<file path="src/tbda_pkg.sv">
// shared types and constants for the two-button debounce and adjust unit
// no dependencies

package tbda_pkg;

    localparam int PERIOD_MAX_DEF = 10;

    localparam logic [15:0] DEBOUNCE_RST   = 16'd100;
    localparam logic [15:0] LONG_PRESS_RST = 16'd2000;
    localparam logic [7:0]  BL_PERIOD_RST  = 8'd100;
    localparam logic [7:0]  BL_STEP_RST    = 8'd10;

    localparam logic [1:0] REG_DEBOUNCE   = 2'd0;
    localparam logic [1:0] REG_LONG_PRESS = 2'd1;
    localparam logic [1:0] REG_BL_PERIOD  = 2'd2;
    localparam logic [1:0] REG_BL_STEP    = 2'd3;

    typedef struct packed {
        logic minus_level;
        logic plus_level;
        logic period_enable_n;
        logic duty_enable_n;
    } in_item_t;

    typedef struct packed {
        logic [3:0] audio_period;
        logic [7:0] backlight_duty;
        logic       audio_on;
        logic [2:0] fsm_state;
    } out_item_t;

    typedef struct packed {
        logic [15:0] debounce_ticks;
        logic [15:0] long_press_ticks;
        logic [7:0]  backlight_period;
        logic [7:0]  backlight_step;
    } cfg_t;

endpackage

</file>
<file path="src/two_button_debounce_adjust_unit.sv">
// top level: configuration registers, input transfer control, result register
// depends on tbda_pkg and tbda_core
//
// Usage: each transfer on the s_ channel is one tick carrying the minus and
// plus button levels (0 = pressed) and the two active-low enable switches.
// Every input transfer produces exactly one result on the m_ channel: the
// audio period, backlight duty, speaker flag and controller state after
// that tick.
// The result is registered at the edge where the input transfer happens
// and is offered on m_ from the next cycle.
// Throughput is one tick per cycle when unstalled; the update is a single pass
// through the button state machine between the state and result registers.
// s_ready stays high while the result register is empty or is being taken,
// so a stalled receiver holds at most one result and blocks further ticks.
// The cfg channel is always ready; index 0 debounce ticks, 1 long press
// ticks, 2 backlight period, 3 backlight step. Other indexes are ignored.
// Reset (aresetn low, synchronous) returns the controller to idle, the
// period to 1, duty to 0, speaker on, registers to their defaults, and
// empties the result register.

module two_button_debounce_adjust_unit #(
    parameter int PERIOD_MAX = tbda_pkg::PERIOD_MAX_DEF
) (
    input  logic                aclk,
    input  logic                aresetn,
    input  logic                s_valid,
    output logic                s_ready,
    input  tbda_pkg::in_item_t  s_data,
    output logic                m_valid,
    input  logic                m_ready,
    output tbda_pkg::out_item_t m_data,
    input  logic                cfg_valid,
    output logic                cfg_ready,
    input  logic [7:0]          cfg_index,
    input  logic [15:0]         cfg_data
);

    tbda_pkg::cfg_t      cfg_reg;
    tbda_pkg::out_item_t result;
    tbda_pkg::out_item_t m_data_reg;
    logic                m_valid_reg;
    logic                s_xfer;

    assign cfg_ready = 1'b1;
    assign s_ready   = !m_valid_reg || m_ready;
    assign s_xfer    = s_valid && s_ready;

    always_ff @(posedge aclk) begin
        if (!aresetn) begin
            cfg_reg.debounce_ticks   <= tbda_pkg::DEBOUNCE_RST;
            cfg_reg.long_press_ticks <= tbda_pkg::LONG_PRESS_RST;
            cfg_reg.backlight_period <= tbda_pkg::BL_PERIOD_RST;
            cfg_reg.backlight_step   <= tbda_pkg::BL_STEP_RST;
        end else if (cfg_valid && cfg_index[7:2] == 6'd0) begin
            unique case (cfg_index[1:0])
                tbda_pkg::REG_DEBOUNCE:   cfg_reg.debounce_ticks   <= cfg_data;
                tbda_pkg::REG_LONG_PRESS: cfg_reg.long_press_ticks <= cfg_data;
                tbda_pkg::REG_BL_PERIOD:  cfg_reg.backlight_period <= cfg_data[7:0];
                tbda_pkg::REG_BL_STEP:    cfg_reg.backlight_step   <= cfg_data[7:0];
                default: ;
            endcase
        end
    end

    tbda_core #(
        .PERIOD_MAX(PERIOD_MAX)
    ) u_core (
        .aclk   (aclk),
        .aresetn(aresetn),
        .step   (s_xfer),
        .item   (s_data),
        .cfg    (cfg_reg),
        .result (result)
    );

    always_ff @(posedge aclk) begin
        if (!aresetn) begin
            m_valid_reg <= 1'b0;
        end else if (s_xfer) begin
            m_valid_reg <= 1'b1;
        end else if (m_ready) begin
            m_valid_reg <= 1'b0;
        end
    end

    always_ff @(posedge aclk) begin
        if (s_xfer) m_data_reg <= result;
    end

    assign m_valid = m_valid_reg;
    assign m_data  = m_data_reg;

endmodule

</file>
<file path="src/tbda_core.sv">
// button state machine with period, duty and speaker state
// depends on tbda_pkg

module tbda_core #(
    parameter int PERIOD_MAX = tbda_pkg::PERIOD_MAX_DEF
) (
    input  logic                aclk,
    input  logic                aresetn,
    input  logic                step,
    input  tbda_pkg::in_item_t  item,
    input  tbda_pkg::cfg_t      cfg,
    output tbda_pkg::out_item_t result
);

    localparam logic [2:0] ST_IDLE       = 3'd0;
    localparam logic [2:0] ST_MINUS_DEB  = 3'd1;
    localparam logic [2:0] ST_MINUS_ACT  = 3'd2;
    localparam logic [2:0] ST_MINUS_HOLD = 3'd3;
    localparam logic [2:0] ST_REL_DEB    = 3'd4;
    localparam logic [2:0] ST_PLUS_DEB   = 3'd5;
    localparam logic [2:0] ST_PLUS_ACT   = 3'd6;
    localparam logic [2:0] ST_PLUS_HOLD  = 3'd7;

    localparam logic [3:0] PMAX = 4'(PERIOD_MAX);

    logic [2:0]  state_reg, state_next;
    logic [15:0] tick_reg, tick_next;
    logic [3:0]  period_reg, period_next;
    logic [7:0]  duty_reg, duty_next;
    logic        spk_reg, spk_next;

    logic        minus_down, plus_down, per_en, duty_en, restart;
    logic        deb_done, long_done;
    logic [8:0]  duty_sum;

    assign minus_down = !item.minus_level;
    assign plus_down  = !item.plus_level;
    assign per_en     = !item.period_enable_n;
    assign duty_en    = !item.duty_enable_n;
    assign deb_done   = tick_reg >= cfg.debounce_ticks;
    assign long_done  = tick_reg >= cfg.long_press_ticks;
    assign duty_sum   = {1'b0, duty_reg} + {1'b0, cfg.backlight_step};

    always_comb begin
        state_next  = state_reg;
        period_next = period_reg;
        duty_next   = duty_reg;
        spk_next    = spk_reg;
        restart     = 1'b0;
        unique case (state_reg)
            ST_IDLE: begin
                if (minus_down) begin
                    restart    = 1'b1;
                    state_next = ST_MINUS_DEB;
                end else if (plus_down) begin
                    restart    = 1'b1;
                    state_next = ST_PLUS_DEB;
                end
            end
            ST_MINUS_DEB: begin
                if (deb_done) state_next = minus_down ? ST_MINUS_ACT : ST_IDLE;
            end
            ST_MINUS_ACT: begin
                if (per_en) period_next = (period_reg >= PMAX) ? 4'd1 : period_reg + 4'd1;
                if (duty_en) begin
                    if (duty_reg == 8'd0) duty_next = cfg.backlight_period;
                    else if (duty_reg < cfg.backlight_step) duty_next = 8'd0;
                    else duty_next = duty_reg - cfg.backlight_step;
                end
                state_next = ST_MINUS_HOLD;
            end
            ST_MINUS_HOLD: begin
                if (long_done) begin
                    spk_next = 1'b0;
                    restart  = 1'b1;
                end
                if (!minus_down) begin
                    state_next = ST_REL_DEB;
                    restart    = 1'b1;
                end
            end
            ST_REL_DEB: begin
                if (deb_done) state_next = ST_IDLE;
            end
            ST_PLUS_DEB: begin
                if (deb_done) state_next = plus_down ? ST_PLUS_ACT : ST_IDLE;
            end
            ST_PLUS_ACT: begin
                if (per_en) period_next = (period_reg <= 4'd1) ? PMAX : period_reg - 4'd1;
                if (duty_en) begin
                    if (duty_reg == cfg.backlight_period) duty_next = 8'd0;
                    else if (duty_sum > {1'b0, cfg.backlight_period})
                        duty_next = cfg.backlight_period;
                    else duty_next = duty_sum[7:0];
                end
                state_next = ST_PLUS_HOLD;
            end
            default: begin
                if (long_done) begin
                    spk_next = 1'b1;
                    restart  = 1'b1;
                end
                if (!plus_down) begin
                    state_next = ST_REL_DEB;
                    restart    = 1'b1;
                end
            end
        endcase
        if (restart) tick_next = 16'd0;
        else if (tick_reg != 16'hFFFF) tick_next = tick_reg + 16'd1;
        else tick_next = tick_reg;
    end

    always_ff @(posedge aclk) begin
        if (!aresetn) begin
            state_reg  <= ST_IDLE;
            tick_reg   <= 16'd0;
            period_reg <= 4'd1;
            duty_reg   <= 8'd0;
            spk_reg    <= 1'b1;
        end else if (step) begin
            state_reg  <= state_next;
            tick_reg   <= tick_next;
            period_reg <= period_next;
            duty_reg   <= duty_next;
            spk_reg    <= spk_next;
        end
    end

    assign result.audio_period   = period_next;
    assign result.backlight_duty = duty_next;
    assign result.audio_on       = spk_next;
    assign result.fsm_state      = state_next;

endmodule

</file>
<file path="config.mk">
export PLATFORM = sky130hd
export DESIGN_NAME = two_button_debounce_adjust_unit
export DESIGN_NICKNAME = d
export VERILOG_FILES = /design/src/tbda_pkg.sv /design/src/two_button_debounce_adjust_unit.sv /design/src/tbda_core.sv
export SDC_FILE = /design/constraint.sdc
export NUM_CORES = 1
export LEC_CHECK = 0
export BUFFER_PORTS_ARGS = -buffer_cell sky130_fd_sc_hd__buf_4
export CAP_MARGIN = 20
export CORE_MARGIN = 2
export CORE_UTILIZATION = 45
export DETAILED_ROUTE_END_ITERATION = 12
export SYNTH_ARGS = -nofsm -noshare
export SYNTH_HDL_FRONTEND = slang
export SYNTH_SLANG_ARGS = --single-unit
</file>
<file path="constraint.sdc">
create_clock -name aclk -period 4.65 [get_ports aclk]
set_input_delay 0 -clock aclk [delete_from_list [all_inputs] [get_ports aclk]]
set_output_delay 0 -clock aclk [all_outputs]
set_load 0.05 [all_outputs]
</file>
# == Word-level counts from Yosys, hierarchy flattened ==
# Index checks and enable logic that the tools add are counted.
# word_totals
regBits,97
inputBits,33
# classes
reduce_logical,17
eq_ne,11
n_mux,35
n_addsub,5
order_cmp,6
# op_table
operator,n
8-bit two-way mux,6
16-bit greater-or-equal comparator,2
16-bit two-way mux,2
3-bit two-way mux,8
3-bit one-hot mux with 7 select lines,1
"16-bit by 1-bit adder with 16-bit output, second input constant",1
4-bit two-way mux,4
"16-bit inequality test, second input constant",1
8-bit one-hot mux with 2 select lines,1
2-bit AND reduction,5
8-bit by 8-bit adder with 9-bit output,1
"3-bit equality test, second input constant",3
9-bit by 8-bit greater-than comparator with 1-bit output,1
1-bit two-way mux,9
8-bit equality test,1
8-bit zero test,1
8-bit less-than comparator,1
4-bit one-hot mux with 2 select lines,1
8-bit subtractor,1
"3-bit by 2-bit equality test with 1-bit output, second input constant",2
6-bit zero test,1
6-bit OR reduction,1
5-bit OR reduction,1
"4-bit by 1-bit adder with 4-bit output, second input constant",1
other kinds (15),18

# == Longest topological paths before layout ==
# Gate-level depths: netlist (run 1).
# depth
ltp_word,6
mapped_depth,17

# == Cells and area by module ==
# From an unflattened synthesis (run 1), not the netlist that was laid out.
# unflattened
hier_cells,756
area_unflattened_um2,6556.3
# by_module_without_submodules
module,area_per_inst_um2,n_inst,cells_each,seq_area_each_um2
tbda_core,4072.7,1,544,640.6
two_button_debounce_adjust_unit,2483.6,1,212,1461.4

# == Worst setup path before layout (run 1) ==
# No wires, ideal clock.
# synth_path
path_type,reg2reg
start,register cfg_reg[4] (netlist bit)
end,"register m_data_reg (netlist bit m_data[6]), data pin"
stages_incl_launch_ff,17
t_arrival_ps,3274
path_buffers,1
setup_ps,268
slack_ps,1108
required_time_ps,4382
period_less_slack_ps,3542
path_cell_list,dfxtp_1 inv_1 ha_1 clkbuf_2 inv_1 a22oi_1 o41ai_1 or3_1 a21oi_1 xor2_1 ha_1 a211oi_1 a21oi_1 or2_1 a21o_1 a222oi_1 o21ai_0
# synth_lines
element,line,rtl
from (decl),two_button_debounce_adjust_unit.sv:38,tbda_pkg::cfg_t cfg_reg;
to (signal assigned),two_button_debounce_adjust_unit.sv:87,if (s_xfer) m_data_reg <= result;
to (decl),two_button_debounce_adjust_unit.sv:40,tbda_pkg::out_item_t m_data_reg;

==> results of run 1 <==
[worst paths after layout]
kind	end	slack [ps]	cells after the start
setup / recovery	m_data[10]	710	14
hold / removal	m_data[5]	30	2
setup reg to reg	m_data[10]	710	14
hold reg to reg	cfg_reg[20]	480	2
[cell families after synthesis]
family / Yosys count / synth area share
adder cells (fa/ha/maj): 63 / 0.134
buffers and inverters: 89 / 0.0593
AO/OA/AOI/OAI: 150 / 0.165
flip-flops: 97 / 0.350
AND/OR/NAND/NOR: 209 / 0.173
other: 1 / 0.000624
multiplexers: 47 / 0.0782
XOR/XNOR: 28 / 0.0408
[area by class of cell]
cell class | count | area, µm² | area share
tap | 176 | 220 | 0.0313
multi-input combinational | 498 | 3560 | 0.507
sequential | 97 | 2100 | 0.299
clock buffer | 13 | 250 | 0.0356
inverter | 65 | 244 | 0.0347
timing repair buffer | 71 | 586 | 0.0833
clock inverter | 3 | 63.8 | 0.00908
[layout by cell type (no fill, tap or decap), types with 5 or more instances in the layout]
master,count
ha_1,61
dfxtp_1,81
buf_4,52
nor4_1,5
nor2_1,52
nor3_1,10
edfxtp_1,16
dlygate4sd3_1,18
nand2b_1,6
xnor2_1,17
nor2b_1,39
o211ai_1,6
o21ai_0,45
nand2_1,53
a21oi_1,24
a21o_1,10
xor2_1,11
a211oi_1,14
a31oi_1,5
mux2i_1,47
and3_1,6
inv_1,63
clkbuf_16,9
nand4_1,11
a21boi_0,6
nand3_1,9
[worst max-delay path, stage by stage, from the launching register on]
cell	delay, ps
dfxtp_1	390
ha_1	510
nor2_1	70
a22oi_1	180
o41ai_1	120
or3_1	320
a21oi_1	180
xor2_1	210
ha_1	280
a211oi_1	210
a21oi_1	150
or2_1	270
a21o_1	260
a221oi_1	360
o21ai_0	160
[through the flow]
step / hold slack, ps / setup slack (ps) / power [mW] / cells / utilization
6_report: 29.9 / 710 / 1.87 / 923 / 0.535
5_1_grt: 26.8 / 296 / 1.94 / 923 / 0.535
4_1_cts: 29.4 / 778 / 1.89 / 922 / 0.534
3_5_place_dp: 228 / 782 / 1.07 / 888 / 0.496
3_3_place_gp: 223 / 857 / 1.07 / 888 / 0.496
2_1_floorplan: 125 / 1110 / 1.00 / 684 / -
[per-layer routing]
metal	vias to the layer above	routed length, µm	part of all wire
met5	-	0	0
met4	0	446	0.030
met3	30	625	0.042
met2	122	7340	0.49
met1	2338	6550	0.44
li1	2521	-	-
[cells in the mapped netlist, types with 4 or more instances]
cell      instances
dfxtp_1          81
inv_1            63
ha_1             61
nand2_1          53
nor2_1           52
mux2i_1          47
o21ai_0          45
nor2b_1          39
a21oi_1          24
clkbuf_1         17
xnor2_1          17
edfxtp_1         16
a211oi_1         14
nand4_1          11
xor2_1           11
a21o_1           10
nor3_1           10
nand3_1           9
a21boi_0          6
and3_1            6
nand2b_1          6
o211ai_1          6
a31oi_1           5
nor4_1            5
a221oi_1          4
a222oi_1          4
o221a_2           4
or2_2             4
[report_power, final]
| part | switching, mW | internal (mW) |
|---|---|---|
| sequential | 0.0156 | 0.867 |
| combinational | 0.107 | 0.0727 |
| clock | 0.324 | 0.485 |
==> run metrics, run 1 <==
Final TNS setup 0 ps; crit end category register; arrival time of the worst setup path 4030 ps; largest fanout on the critical path 10; horizontal die dimension 120 µm; Post-Synthesis Mean Instance Area 8.79 µm²; count of yosys warnings during synthesis 0; Distinct cells, synth 57; launch point of the worst path u_core.duty_reg[3]; startpoint of the worst-slack reg-to-reg timing path u_core.duty_reg[3]; startpoint of the lowest-slack hold path s_data[0]; number of slew-limit violations in the final report 0; core area 0.0131 mm²; CTS Buffer Depth 2; final-report hold violation count 0; Root Driver clkbuf_16; Layout Skew 6.93 ps; total setup buffers inserted after CTS 0; antenna cell count 0; CTS Buf Count 9; initial antenna violation count 0; fill cell instance count of the final layout 1258; number of nets in the finished design 838; share of layout cells above drive strength 1 0.102; share of the yosys chip area belonging to registers 0.350; netlist area before placement 0.00601 mm²; worst path required time 4740 ps; vias post-DR 5011; max reg flops 48; GRT Resource Usage Total 0.220; Overflow after GRT 0; count of input and output buffers 50; first-pass GRT wire length 24.7 mm; post-cts sizing count 0; Post-DRT Antenna Nets 0; count of flip-flops with a built-in enable after synthesis 16; Post-synth ARST share 0; initial cell density of the core 0.458; routing usage on met2 0.378; H-tree depth 3; result of the run completed; Synth Net Count 780; Yosys reg bits 97; GR peak layer met2; path class of the lowest-slack min-delay path in2reg; Wirelength per Cell 16.2 µm; placer's final routability congestion estimate 0.883; leakage power 3.09 nW; cell area after layout 0.00703 mm²; die area 0.0143 mm²; Layout Area Growth over Synthesis 16.8%; routed via count divided by cell count 5.43; HPWL after DPL 10.9 mm; worst setup path category reg2reg; grt met1 use 0.267; register clock-pin slew on the reported worst setup and hold paths 70 ps; Max transition margin 0.506; Routed Wire Length 15.0 mm; reported max-cap violation count 0; Global Route met3 Usage 0.0433; unrepaired setup endpoints after global routing false; biggest area contributors in the synthesized netlist dfxtp_1 (27%), ha_1 (13%), edfxtp_1 (8.0%); remaining routing DRC violations 0; placement-stage cell area 0.00652 mm²; largest net degree at the start of global routing 65; power density normalized to cell area 266 mW/mm²; clock sink count 97; Worst setup SP type register; cell type with the largest total area after synthesis dfxtp_1; violation count after the first detailed-routing iteration 306; area share of the largest cell type after synthesis 0.270; count of pins on the block boundary 52; hold-fix buffers at CTS 18; total number of placement rows 42; vertical die dimension 120 µm; number of global-route vias before repair 4967; number of setup violations in the final report 0; top flip-flop cell by instance count after synthesis dfxtp_1; Tightest Pin Transition 737 ps; minimum clock period 3940 ps; clock tree from TritonCTS done; Worst IR Drop VDD 221 µV; gate count after technology mapping 684; first-pass iteration count of the detailed router 5; maximum achievable frequency 254 MHz; fraction of the cycle the final worst path needs 0.847; worst-skew pair later-pin latency 360 ps
(Power assumes the default switching activity.)
==> run 2, diff against run 1 <==
Settings changed: PLACE_DENSITY from default to 0.65.
Clock period 4.65 ns to 3.3 ns, I/O delays scaled along.
==> run metrics, run 2 (synthesis gave the netlist of run 1 again) <==
worst-skew pair later-pin latency 360 ps (about the same); HPWL after DPL 11.6 mm (was 10.9 mm); part of the total power dissipated in combinational logic 0.106 (was 0.096); final-report hold violation count 0 (unchanged); power density normalized to cell area 341 mW/mm² (was 266 mW/mm²); Final TNS setup -3860 ps (was 0 ps); clock tree from TritonCTS done (unchanged); unrepaired setup endpoints after global routing true (was false); startpoint of the worst-slack reg-to-reg timing path cfg_reg[0] (was u_core.duty_reg[3]); remaining routing DRC violations 0 (unchanged); Root Driver clkbuf_16 (unchanged); most common cell after layout, fill and taps aside buf_4 (was dfxtp_1); Overflow after GRT 0 (unchanged); max reg flops 48 (unchanged); path class of the lowest-slack min-delay path in2reg (unchanged); horizontal die dimension 120 µm (unchanged); die area 0.0143 mm² (unchanged); clock sink count 97 (unchanged); maximum achievable frequency 273 MHz (was 254 MHz); violated checks negative setup slack; minimum clock period 3660 ps (was 3940 ps); startpoint of the lowest-slack hold path s_data[0] (unchanged); Max transition margin 0.501 (was 0.506); cell with the largest stage delay on the worst path a222oi_1 (was ha_1); Internal 1.96 mW (was 1.42 mW); H-tree depth 3 (unchanged); placer's final routability congestion estimate 0.925 (was 0.883); CTS Buffer Depth 2 (unchanged); initial antenna violation count 1 (was 0); Layout Area Growth over Synthesis 27.5% (was 16.8%); routed via count divided by cell count 5.43 (about the same); reported max-cap violation count 0 (unchanged); Post-DRT Antenna Nets 0 (unchanged); Layout Skew 9.42 ps (was 6.93 ps); GRT Resource Usage Total 0.228 (was 0.220); count of pins on the block boundary 52 (unchanged); terminating pin of the worst hold path m_data[6] (was m_data[5]); Min-Delay Path Depth 2 (unchanged); largest fanout on the critical path 6 (was 10); crit end category register (unchanged); Largest stage delay, worst path 430 ps (was 510 ps); Tightest Pin Transition 749 ps (was 737 ps); register clock-pin slew on the reported worst setup and hold paths 70 ps (about the same); number of global-route vias before repair 5285 (was 4967); relative contribution of the clock network to total power 0.418 (was 0.432); worst path bufs/invs 1 (was 0); worst-case register-to-register setup slack -360 ps (was 710 ps); Setup WS pre-CTS -383 ps (was 782 ps); antenna cell count 0 (unchanged); number of setup violations in the final report 16 (was 0); violation count after the first detailed-routing iteration 257 (was 306); result of the run finished, violations left (was completed); most frequent cells in the layout buf_4 (103), dfxtp_1 (74), inv_1 (57) (was dfxtp_1 (81), inv_1 (63), ha_1 (61)); share of layout cells above drive strength 1 0.219 (was 0.102); vertical die dimension 120 µm (unchanged); total number of placement rows 42 (unchanged); leakage power 3.38 nW (was 3.09 nW); fraction of power spent switching nets 0.250 (was 0.239); placement-stage cell area 0.00680 mm² (was 0.00652 mm²); first-pass GRT wire length 26.0 mm (was 24.7 mm); cell area after layout 0.00767 mm² (was 0.00703 mm²); first-pass iteration count of the detailed router 5 (unchanged); Worst IR Drop VDD 236 µV (was 221 µV); fraction of the cycle the final worst path needs 1.11 (was 0.847); fill cell instance count of the final layout 1195 (was 1258); switching component of the power 0.655 mW (was 0.447 mW); number of nets in the finished design 891 (was 838); Wirelength per Cell 16.2 µm (about the same); worst hold margin 39.1 ps (was 29.9 ps); worst path required time 3410 ps (was 4740 ps); worst reg2reg endpoint m_data[6] (was m_data[10]); reg2reg path depth 16 (was 14); largest net degree at the start of global routing 65 (unchanged); vias post-DR 5292 (was 5011); worst setup path category reg2reg (unchanged); kind of cell with the highest combined delay on the critical path compound AO/OA/AOI/OAI gates (unchanged); core area 0.0131 mm² (unchanged); arrival time of the worst setup path 3770 ps (was 4030 ps); initial cell density of the core 0.458 (unchanged); power share of the sequential group 0.475 (was 0.471); CP Cell Sequence ha_4, inv_2, fa_2, nor2_2, o311a_1, o21bai_2, nand2_1, xnor2_2, ha_1, a21o_1, a211oi_2, a21oi_1, or2_1, a21o_4, a222oi_1, o21ai_1 (was ha_1, nor2_1, a22oi_1, o41ai_1, or3_1, a21oi_1, xor2_1, ha_1, a211oi_1, a21oi_1, or2_1, a21o_1, a221oi_1, o21ai_0); Routed Wire Length 15.8 mm (was 15.0 mm); total placed cells including tap cells 924 (was 888); fin worst setup slack -363 ps (was 710 ps); count of input and output buffers 50 (unchanged); CTS Buf Count 9 (unchanged); number of slew-limit violations in the final report 0 (unchanged); Worst setup SP type register (unchanged); filler-free cell count of the finished design 975 (was 923)
run 2: final cells by class:
class / instances / area (µm²) / share of cell area
Multi-Input combinational cell: 498 / 3790 / 0.495
Sequential cell: 97 / 2110 / 0.275
Timing Repair Buffer: 124 / 987 / 0.129
Clock buffer: 12 / 289 / 0.0377
Inverter: 65 / 249 / 0.0325
Tap cell: 176 / 220 / 0.0287
Clock inverter: 3 / 18.8 / 0.00245
run 2: per-layer routing:
layer,track usage,vias to the layer above,wire [µm]
li1,-,2629,-
met1,0.292,2487,7110
met2,0.392,143,7630
met3,0.0271,33,604
met4,0.0868,0,457
met5,0,-,0
run 2: power by group through the flow:
stage	logic, mW	registers (mW)	clock network [mW]
2_1_floorplan	0.119	1.30	0
5_1_grt	0.301	1.24	1.16
6_report	0.278	1.24	1.09
4_1_cts	0.271	1.24	1.11
3_5_place_dp	0.249	1.27	0
3_3_place_gp	0.244	1.27	0
run 2: worst max-delay path by stage:
stage                          start        end  slack [ps]  depth (start not counted)
after CTS                 cfg_reg[0]  m_data[6]        -290                         16
after floorplan           cfg_reg[4]  m_data[5]        -120                         17
after global placement    cfg_reg[1]  m_data[5]        -260                         15
final                     cfg_reg[0]  m_data[6]        -360                         16
after global routing      cfg_reg[0]  m_data[6]        -540                         16
after detailed placement  cfg_reg[1]  m_data[6]        -380                         15
run 2: through the flow:
step | total power, mW | utilization
after floorplan | 1.42 | -
after global placement | 1.51 | 0.518
after detailed placement | 1.52 | 0.518
after CTS | 2.62 | 0.570
after global routing | 2.70 | 0.584
final | 2.61 | 0.584
run 2: repair_timing:
action                                  CTS  global route
cloned                                    0             0
gates resized for setup                  34            25
setup buffers                            10             9
endpoints found under the setup margin   16            16
pin swaps                                24            19
hold endpoints to repair                 49             0
hold buffers                             18             0
